[src/rtl/swrc_pkg.sv]
// Shared constants and types for the sliding-window repeat counter.
package swrc_pkg;

    localparam int SYMBOL_W       = 8;
    localparam int WIN_LEN_W      = 6;
    localparam int HIT_TOTAL_W    = 16;
    localparam int WINDOW_MAX_DEF = 32;

    localparam logic [WIN_LEN_W-1:0]   WIN_LEN_RESET = WIN_LEN_W'(8);
    localparam logic [HIT_TOTAL_W-1:0] HIT_TOTAL_MAX = '1;

    // Per-word control handed from the top level to the window store.
    typedef struct packed {
        logic step;   // a word is processed in this cycle
        logic clear;  // the word empties the window before it is checked
    } swrc_ctrl_t;

endpackage

[src/rtl/swrc_in_if.sv]
// Input channel: one symbol word with its first-of-case flag.
interface swrc_in_if;
    logic                          valid;
    logic                          ready;
    logic [swrc_pkg::SYMBOL_W-1:0] symbol;
    logic                          first_of_case;

    modport source (output valid, output symbol, output first_of_case, input ready);
    modport sink (input valid, input symbol, input first_of_case, output ready);
endinterface

[src/rtl/swrc_out_if.sv]
// Output channel: the hit flag and the running hit total.
interface swrc_out_if;
    logic                             valid;
    logic                             ready;
    logic                             hit;
    logic [swrc_pkg::HIT_TOTAL_W-1:0] hit_total;

    modport source (output valid, output hit, output hit_total, input ready);
    modport sink (input valid, input hit, input hit_total, output ready);
endinterface

[src/rtl/swrc_window.sv]
// Window store: a row of symbol registers with one comparator per entry and a fill count.
module swrc_window #(
    parameter int WINDOW_MAX = swrc_pkg::WINDOW_MAX_DEF,
    parameter int CNT_W      = $clog2(WINDOW_MAX + 1)
) (
    input  logic                          clk,
    input  logic                          rst_n,
    input  swrc_pkg::swrc_ctrl_t          ctrl,
    input  logic [swrc_pkg::SYMBOL_W-1:0] symbol,
    input  logic [CNT_W-1:0]              eff_len,
    output logic                          hit
);

    logic [swrc_pkg::SYMBOL_W-1:0] entry_reg [WINDOW_MAX];
    logic [CNT_W-1:0]              fill_reg;
    logic [CNT_W-1:0]              fill_next;
    logic [CNT_W-1:0]              fill_now;
    logic [CNT_W-1:0]              wr_pos;
    logic [WINDOW_MAX-1:0]         match;
    logic                          grow;
    logic                          shift;

    // A clearing word sees an empty window.
    assign fill_now = ctrl.clear ? '0 : fill_reg;
    assign grow     = (eff_len != '0) && (fill_now < eff_len);
    assign shift    = (eff_len != '0) && !grow && (fill_now != '0);
    assign wr_pos   = grow ? fill_now : fill_now - CNT_W'(1);

    assign hit = |match;

    for (genvar i = 0; i < WINDOW_MAX; i++)
    begin : g_entry
        logic [swrc_pkg::SYMBOL_W-1:0] upper;
        logic [swrc_pkg::SYMBOL_W-1:0] entry_next;
        logic                          take_upper;

        if (i < WINDOW_MAX - 1)
        begin : g_mid
            assign upper      = entry_reg[i+1];
            assign take_upper = shift && (CNT_W'(i + 1) < fill_now);
        end
        else
        begin : g_last
            assign upper      = entry_reg[i];
            assign take_upper = 1'b0;
        end

        assign match[i] = (entry_reg[i] == symbol) && (CNT_W'(i) < fill_now);

        always_comb
        begin
            entry_next = entry_reg[i];
            if (take_upper)
            begin
                entry_next = upper;
            end
            else if ((grow || shift) && (wr_pos == CNT_W'(i)))
            begin
                entry_next = symbol;
            end
        end

        always_ff @(posedge clk)
        begin
            if (ctrl.step)
            begin
                entry_reg[i] <= entry_next;
            end
        end
    end

    always_comb
    begin
        fill_next = fill_reg;
        if (ctrl.step)
        begin
            fill_next = grow ? fill_now + CNT_W'(1) : fill_now;
        end
    end

    always_ff @(posedge clk or negedge rst_n)
    begin
        if (!rst_n)
        begin
            fill_reg <= '0;
        end
        else
        begin
            fill_reg <= fill_next;
        end
    end

    a_fill_bounded: assert property (@(posedge clk) disable iff (!rst_n)
        fill_reg <= CNT_W'(WINDOW_MAX))
        else $error("window fill count beyond store depth");

    a_fill_no_shrink: assert property (@(posedge clk) disable iff (!rst_n)
        ctrl.step && !ctrl.clear |=> fill_reg >= $past(fill_reg))
        else $error("window shrank without a clear");

endmodule

[src/rtl/sliding_window_repeat_counter_unit.sv]
// Top level of the sliding-window repeat counter: input register, window, hit counter, result register.
// An accepted word passes from the input register to the result register, which drives the output.
// Throughput: one word per cycle, sustained while the output side takes each result.
// The per-word path is the parallel compare across all window entries plus the fill-count update.
// Reset (rst_n, asynchronous, active low) empties the window, zeroes the hit total, sets the
// window length to 8 and drops any word in flight. No clearing pass is needed after reset.
module sliding_window_repeat_counter_unit #(
    parameter int WINDOW_MAX = swrc_pkg::WINDOW_MAX_DEF
) (
    input  logic                           clk,
    input  logic                           rst_n,
    swrc_in_if.sink                        in_ch,
    swrc_out_if.source                     out_ch,
    input  logic                           cfg_we,
    input  logic [swrc_pkg::WIN_LEN_W-1:0] cfg_wdata
);

    localparam int CNT_W = $clog2(WINDOW_MAX + 1);
    localparam int CMP_W = (CNT_W > swrc_pkg::WIN_LEN_W) ? CNT_W : swrc_pkg::WIN_LEN_W;

    // Window length register; the user must write it only while the block is idle (not enforced here).
    logic [swrc_pkg::WIN_LEN_W-1:0] win_len_reg;
    logic [swrc_pkg::WIN_LEN_W-1:0] win_len_next;
    logic [CMP_W-1:0]               len_ext;
    logic [CMP_W-1:0]               max_ext;
    logic [CNT_W-1:0]               eff_len;

    // Input register stage.
    logic                          in_vld_reg;
    logic                          in_vld_next;
    logic [swrc_pkg::SYMBOL_W-1:0] sym_reg;
    logic                          first_reg;
    logic                          in_take;

    // Result stage.
    logic                             out_vld_reg;
    logic                             out_vld_next;
    logic                             out_hit_reg;
    logic                             out_hit_next;
    logic [swrc_pkg::HIT_TOTAL_W-1:0] hit_cnt_reg;
    logic [swrc_pkg::HIT_TOTAL_W-1:0] hit_cnt_next;
    logic [swrc_pkg::HIT_TOTAL_W-1:0] cnt_base;

    logic                 advance;
    logic                 win_hit;
    swrc_pkg::swrc_ctrl_t win_ctrl;

    // A window length beyond the store depth behaves as the full store.
    assign len_ext = CMP_W'(win_len_reg);
    assign max_ext = CMP_W'(WINDOW_MAX);
    assign eff_len = (len_ext > max_ext) ? CNT_W'(max_ext) : CNT_W'(len_ext);

    // The word in the input register moves on whenever the result register is free or is being
    // emptied in this cycle, so words pass back to back. While a result waits downstream the
    // input register takes one more word and the input side then stalls.
    assign advance     = in_vld_reg && (!out_vld_reg || out_ch.ready);
    assign in_ch.ready = !in_vld_reg || advance;
    assign in_take     = in_ch.valid && in_ch.ready;

    assign win_ctrl.step  = advance;
    assign win_ctrl.clear = first_reg;

    swrc_window #(
        .WINDOW_MAX (WINDOW_MAX),
        .CNT_W      (CNT_W)
    ) u_window (
        .clk     (clk),
        .rst_n   (rst_n),
        .ctrl    (win_ctrl),
        .symbol  (sym_reg),
        .eff_len (eff_len),
        .hit     (win_hit)
    );

    // The hit count restarts from zero on a first-of-case word and sticks at its maximum.
    assign cnt_base = first_reg ? '0 : hit_cnt_reg;

    always_comb
    begin
        win_len_next = cfg_we ? cfg_wdata : win_len_reg;
        in_vld_next  = in_take ? 1'b1 : (advance ? 1'b0 : in_vld_reg);
        out_vld_next = advance ? 1'b1 : (out_ch.ready ? 1'b0 : out_vld_reg);
        out_hit_next = out_hit_reg;
        hit_cnt_next = hit_cnt_reg;
        if (advance)
        begin
            out_hit_next = win_hit;
            hit_cnt_next = (win_hit && (cnt_base != swrc_pkg::HIT_TOTAL_MAX))
                         ? cnt_base + swrc_pkg::HIT_TOTAL_W'(1) : cnt_base;
        end
    end

    always_ff @(posedge clk or negedge rst_n)
    begin
        if (!rst_n)
        begin
            win_len_reg <= swrc_pkg::WIN_LEN_RESET;
            in_vld_reg  <= 1'b0;
            out_vld_reg <= 1'b0;
            hit_cnt_reg <= '0;
        end
        else
        begin
            win_len_reg <= win_len_next;
            in_vld_reg  <= in_vld_next;
            out_vld_reg <= out_vld_next;
            hit_cnt_reg <= hit_cnt_next;
        end
    end

    // Payload registers carry no reset.
    always_ff @(posedge clk)
    begin
        if (in_take)
        begin
            sym_reg   <= in_ch.symbol;
            first_reg <= in_ch.first_of_case;
        end
        out_hit_reg <= out_hit_next;
    end

    assign out_ch.valid     = out_vld_reg;
    assign out_ch.hit       = out_hit_reg;
    assign out_ch.hit_total = hit_cnt_reg;

    a_case_restart: assert property (@(posedge clk) disable iff (!rst_n)
        advance && first_reg |=> hit_cnt_reg <= swrc_pkg::HIT_TOTAL_W'(1))
        else $error("hit total not restarted by first-of-case word");

    a_hit_counted: assert property (@(posedge clk) disable iff (!rst_n)
        out_vld_reg && out_hit_reg |-> hit_cnt_reg != '0)
        else $error("hit reported with a zero hit total");

    a_count_monotonic: assert property (@(posedge clk) disable iff (!rst_n)
        advance && !first_reg |=> hit_cnt_reg >= $past(hit_cnt_reg))
        else $error("hit total fell without a clear");

    a_no_overrun: assert property (@(posedge clk) disable iff (!rst_n)
        out_vld_reg && !out_ch.ready |-> !advance)
        else $error("result overwritten while stalled");

endmodule
[src/flat_wrapper.sv]
// flat-port wrapper written by rule: the top's interface ports become plain ports
module sliding_window_repeat_counter_unit_flat 
#(
    parameter int WINDOW_MAX = swrc_pkg::WINDOW_MAX_DEF
)
  (clk, rst_n, cfg_we, cfg_wdata, in_ch_valid, in_ch_symbol, in_ch_first_of_case, in_ch_ready, out_ch_valid, out_ch_hit, out_ch_hit_total, out_ch_ready);
  swrc_in_if in_ch_i ();
  swrc_out_if out_ch_i ();
  input  logic clk;
  input  logic rst_n;
  input  logic cfg_we;
  input  logic [swrc_pkg::WIN_LEN_W-1:0] cfg_wdata;
  input wire logic [$bits(in_ch_i.valid)-1:0] in_ch_valid;
  input wire logic [$bits(in_ch_i.symbol)-1:0] in_ch_symbol;
  input wire logic [$bits(in_ch_i.first_of_case)-1:0] in_ch_first_of_case;
  output wire logic [$bits(in_ch_i.ready)-1:0] in_ch_ready;
  output wire logic [$bits(out_ch_i.valid)-1:0] out_ch_valid;
  output wire logic [$bits(out_ch_i.hit)-1:0] out_ch_hit;
  output wire logic [$bits(out_ch_i.hit_total)-1:0] out_ch_hit_total;
  input wire logic [$bits(out_ch_i.ready)-1:0] out_ch_ready;
  assign in_ch_i.valid = in_ch_valid;
  assign in_ch_i.symbol = in_ch_symbol;
  assign in_ch_i.first_of_case = in_ch_first_of_case;
  assign in_ch_ready = in_ch_i.ready;
  assign out_ch_valid = out_ch_i.valid;
  assign out_ch_hit = out_ch_i.hit;
  assign out_ch_hit_total = out_ch_i.hit_total;
  assign out_ch_i.ready = out_ch_ready;
  sliding_window_repeat_counter_unit #(.WINDOW_MAX(WINDOW_MAX)) u_core (.clk(clk), .rst_n(rst_n), .in_ch(in_ch_i), .out_ch(out_ch_i), .cfg_we(cfg_we), .cfg_wdata(cfg_wdata));
endmodule
[config.mk]
export PLATFORM = sky130hd
export DESIGN_NAME = sliding_window_repeat_counter_unit_flat
export DESIGN_NICKNAME = d
export VERILOG_FILES = /design/src/rtl/swrc_pkg.sv /design/src/rtl/swrc_in_if.sv /design/src/rtl/swrc_out_if.sv /design/src/rtl/swrc_window.sv /design/src/rtl/sliding_window_repeat_counter_unit.sv /design/src/flat_wrapper.sv
export SDC_FILE = /design/constraint.sdc
export NUM_CORES = 1
export LEC_CHECK = 0
export BUFFER_PORTS_ARGS = -buffer_cell sky130_fd_sc_hd__buf_2
export CORE_ASPECT_RATIO = 2
export CORE_MARGIN = 10
export CORE_UTILIZATION = 65
export DETAILED_ROUTE_END_ITERATION = 7
export PLACE_DENSITY = 0.79
export SYNTH_ARGS = -nofsm -noshare
export SYNTH_HDL_FRONTEND = slang
export SYNTH_HIERARCHICAL = 1
export SYNTH_SLANG_ARGS = --single-unit
[constraint.sdc]
create_clock -name clk -period 9.7 [get_ports clk]
set_clock_uncertainty 0.15 [all_clocks]
set_input_delay 0.485 -clock clk [delete_from_list [all_inputs] [get_ports clk]]
set_output_delay 0.485 -clock clk [all_outputs]
set_load 0.1 [all_outputs]
# After elaboration in Yosys (flattened, before gate mapping)
# Memory sizes are Yosys's and may differ from the RTL's.
# Index checks and enable logic that the tools add are counted.
# totals
mem_count	1
out_inout_bits	19
ff_bits	40
ram_bits	256
inputBits	20
word_cells	298
# classes
muxes	75
eq_ne	64
n_reduce_logical	113
add_sub_neg	3
order_cmp	34
# mem_list
memory	depth	width	rd	rd_clocked_by_memory_dff	wr	line_no	source
u_core.u_window.entry_reg	32	8	32	0	32	swrc_window.sv:14	logic [swrc_pkg::SYMBOL_W-1:0] entry_reg [WINDOW_MAX];
# ops
cell	count
8-bit 2-to-1 mux	63
8-bit == test	32
1-bit logical AND	101
6-bit by 5-bit == test with 1-bit output, second input constant	16
5-bit by 6-bit less-than comparator with 1-bit output, first input constant	16
6-bit by 4-bit == test with 1-bit output, second input constant	8
4-bit by 6-bit less-than comparator with 1-bit output, first input constant	8
16-bit 2-to-1 mux	2
32-bit OR reduction	1
6-bit by 3-bit == test with 1-bit output, second input constant	4
3-bit by 6-bit less-than comparator with 1-bit output, first input constant	4
6-bit 2-to-1 mux	4
16-bit by 1-bit adder with 16-bit output, second input constant	1
16-bit != test, second input constant	1
6-bit by 2-bit == test with 1-bit output, second input constant	2
1-bit by 6-bit less-than comparator with 1-bit output, first input constant	2
2-bit by 6-bit less-than comparator with 1-bit output, first input constant	2
6-bit nonzero test	2
6-bit by 1-bit adder with 6-bit output, second input constant	1
6-bit by 1-bit == test with 1-bit output, second input constant	1
6-bit greater-than comparator, second input constant	1
6-bit logical NOT	1
6-bit less-than comparator	1
1-bit 2-to-1 mux	6
4 further kinds	9

# Depth between registers and ports, before layout
# depth
ltp_word	11
ltp_mapped	18
ltp_nobuf	15

# Hierarchy
# Netlist, hierarchy kept.
# modules_own_cells
mod	area_per_inst_um2	cells_each	instances	seq_area_each_um2
swrc_window	15676.3	1257	1	7837.5
sliding_window_repeat_counter_unit	1691.6	144	1	902.1

# Worst setup path after synthesis
# Ideal clock, no wire load.
# synth_path
path_type	flip-flop to flip-flop
startpoint	register u_core/first_reg (netlist name)
endpoint	memory u_core/u_window/entry_reg[1][16] (netlist name) (enable)
synth_period_minus_slack_ns	4.095
required_time_ns	9.163
path_buffers	2
stages_incl_launch_ff	12
arrival_ns	3.558
path_slack_ns	5.605
setup_time_ns	0.387
cell_sequence	edfxtp_1 -> buf_2 -> nor2b_1 -> clkbuf_1 -> ha_1 -> o21ai_0 -> a31oi_4 -> o311ai_4 -> a21oi_1 -> o22ai_2 -> nand3_1 -> o31ai_1
# synth_lines
item	line_no
to (decl)	swrc_window.sv:14

==> results_dict.tcl <==
set metrics [dict create \
    finalSetupTns_ns 0 \
    hold_violations 0 \
    dieHeight_um 251 \
    cts_buffers 26 \
    num_rows 84 \
    max_freq_mhz 168 \
    gr-total-overflow 0 \
    setup-violations-final 0 \
    cts-root-buf "clkbuf_16" \
    synth_commonest_cells "edfxtp_1 (266), mux2_2 (220), xnor2_1 (162)" \
    synth_flop_cell "edfxtp_1" \
    maxCapViolCount 0 \
    hold_path_class "in -> reg" \
    diodes 0 \
    period_minus_slack_ns 5.95 \
    largest_reg_flops 256 \
    antenna_found_initial 0 \
    cts_sinks 296 \
    wl_per_cell_um 25.8 \
    synth_area_leaders "edfxtp_1 (46%), mux2_2 (14%), xnor2_1 (8.2%)" \
    worstSkewPairLatency_ns 0.55 \
    start_util_pct 65.8 \
    vdd_drop_max_v 0.000185 \
    grt_pass1_vias 12000 \
    final_cells 1769 \
    postLayoutCoreUtil_pct 70.9 \
    dp_hpwl_um 33000 \
    final_nets 1431 \
    p_total_mw 3.03 \
    gp_congestion 1.05 \
    syn_to_final_growth_pct 7.74 \
    vias 11400 \
    via_per_inst 6.47 \
    status "finished, final reports clean" \
    p_leak_nw 6.36 \
    syn-cell-area_um2 17400 \
    period_share_pct 61.4 \
    synth_seq_cells 296 \
    drt_iter0_markers 781 \
    required_ns 9.71 \
    dp_cells 1710 \
    core_area_um2 26400 \
    rsz0062_at_grt "no" \
    grt_pass1_wl_um 70200 \
    synthCells 1401 \
    ys_seq_area_share_pct 50.3 \
    path_max_fanout 62 \
    crit_type "reg -> reg" \
    endpoint_kind "flip-flop" \
    synth_fp_nets 1427 \
    async_reset_ff_share_pct 10.1 \
    slew_violations 0 \
    yosysUniqueCellTypes 94 \
    synth.most_common_cell "edfxtp_1" \
    ys.warnings.count 6 \
    synth_edf_count 266 \
    cts.clk_slew.worst_paths_ns 0.07 \
    portBuffers 38 \
    slew_headroom_pct 15.8 \
    grt_util_all_layers_pct 26.6 \
    drtAntennaViolNets 0 \
    multi_input_area_um2 8110 \
    netlist.area_leader.share_pct 46.0 \
    hold_ws_ns 0.0185 \
    wl_um 45600 \
    startpoint_type "flip-flop" \
    cp.arrival_ns 5.96 \
    dieArea_um2 34100 \
    power_density_nw_per_um2 162 \
    yosys.area.top_type "edfxtp_1" \
    drive_gt1_share_pct 28.1 \
    io_pins 39 \
    worst_slew_pin_slew_ns 1.26 \
    dr.pass1.iters 5 \
    register_area_um2 8740 \
    avgSynthCellArea_um2 12.4 \
    postCtsSetupRepairBufs 0 \
    htree_levels 1 \
    clk_path_buf_depth 3 \
    n_fill_cell 1844 \
    die_w_um 136 \
    drc 0 \
    cts_tree "yes" \
    grt_max_degree 63 \
]
-- through the flow --
step	area (µm²)	setup WS, ns
after floorplan	17400	5.60
after global placement	17700	4.04
after detailed placement	17700	3.94
after CTS	18700	3.88
after global routing	18700	3.49
final	18700	3.75
-- routing by layer --
layer / part of all wire, % / vias up / track usage [%]
li1: - / 5172 / -
met1: 33 / 5694 / 27.1
met2: 56 / 434 / 50.0
met3: 4.9 / 144 / 3.74
met4: 5.7 / 0 / 14.5
met5: 0 / - / 0
-- cells by family (layout without fill, tap and decap cells) --
| group | count (synthesis) | in the layout | synth area share [%] |
|---|---|---|---|
| simple gates | 322 | 322 | 10.2 |
| flops | 296 | 296 | 50.3 |
| xor+xnor | 258 | 258 | 13.0 |
| mux | 241 | 241 | 16.0 |
| compound gates | 160 | 160 | 7.15 |
| buf+inv | 118 | 142 | 2.98 |
| fa+ha+maj | 6 | 6 | 0.432 |
-- worst paths after layout --
kind                                   startpoint                                to  slack [ns]  cells after the start
worst max-delay path             u_core/first_reg  u_core/u_window/entry_reg[1][11]        3.75                     10
max in group asynchronous                   rst_n       u_core/u_window/fill_reg[2]        8.51                      2
worst min register to register  u_core/len_ext[1]                 u_core/len_ext[1]        0.36                      1
worst min-delay path                 cfg_wdata[1]                 u_core/len_ext[1]        0.02                      2
worst max register to register   u_core/first_reg  u_core/u_window/entry_reg[1][11]        3.75                     10
min in group asynchronous                   rst_n       u_core/out_ch.hit_total[13]        0.40                      2
-- where the power goes --
part	internal (mW)	switching, mW
combinational	0.171	0.337
sequential	1.43	0.0322
clock	0.590	0.469
-- cell type report --
type	count	area share [%]
clock buffer	34	4.14
clock inverter	14	0.528
inverter	21	0.421
multi-input combinational	987	43.3
sequential	296	46.7
tap	344	2.30
timing repair buffer	73	2.57
-- what timing repair did --
item | in CTS | in global routing
endpoints found under the hold margin | 39 | 0
gates resized for setup | 0 | 0
hold buffers | 11 | 0
-- layout by cell type, fill, tap and decap left out, drive strengths merged, types with 11 or more instances in the layout --
cell type    instances
dlygate4sd3         11
a21oi               34
nand4               49
edfxtp             266
o22ai               12
dfrtp               29
nand2b              12
xor2                96
nor3                28
nor4                28
inv                 20
mux2               239
nor2                53
buf                 62
nand2               87
nor2b               13
o21ai               27
clkinv              13
nand3               14
xnor2              162
clkbuf              34
-- worst max-delay path: stages (launching register included) --
cell      delay [ns]
edfxtp_1        0.37
buf_4           0.32
nor2b_1         1.04
ha_1            0.40
o21ai_0         0.30
a31oi_4         0.07
o311ai_4        0.55
nand3_1         0.19
o22ai_1         0.50
nand3_1         0.49
o31ai_1         1.12
Note: power is estimated with default switching activity, not from simulation.
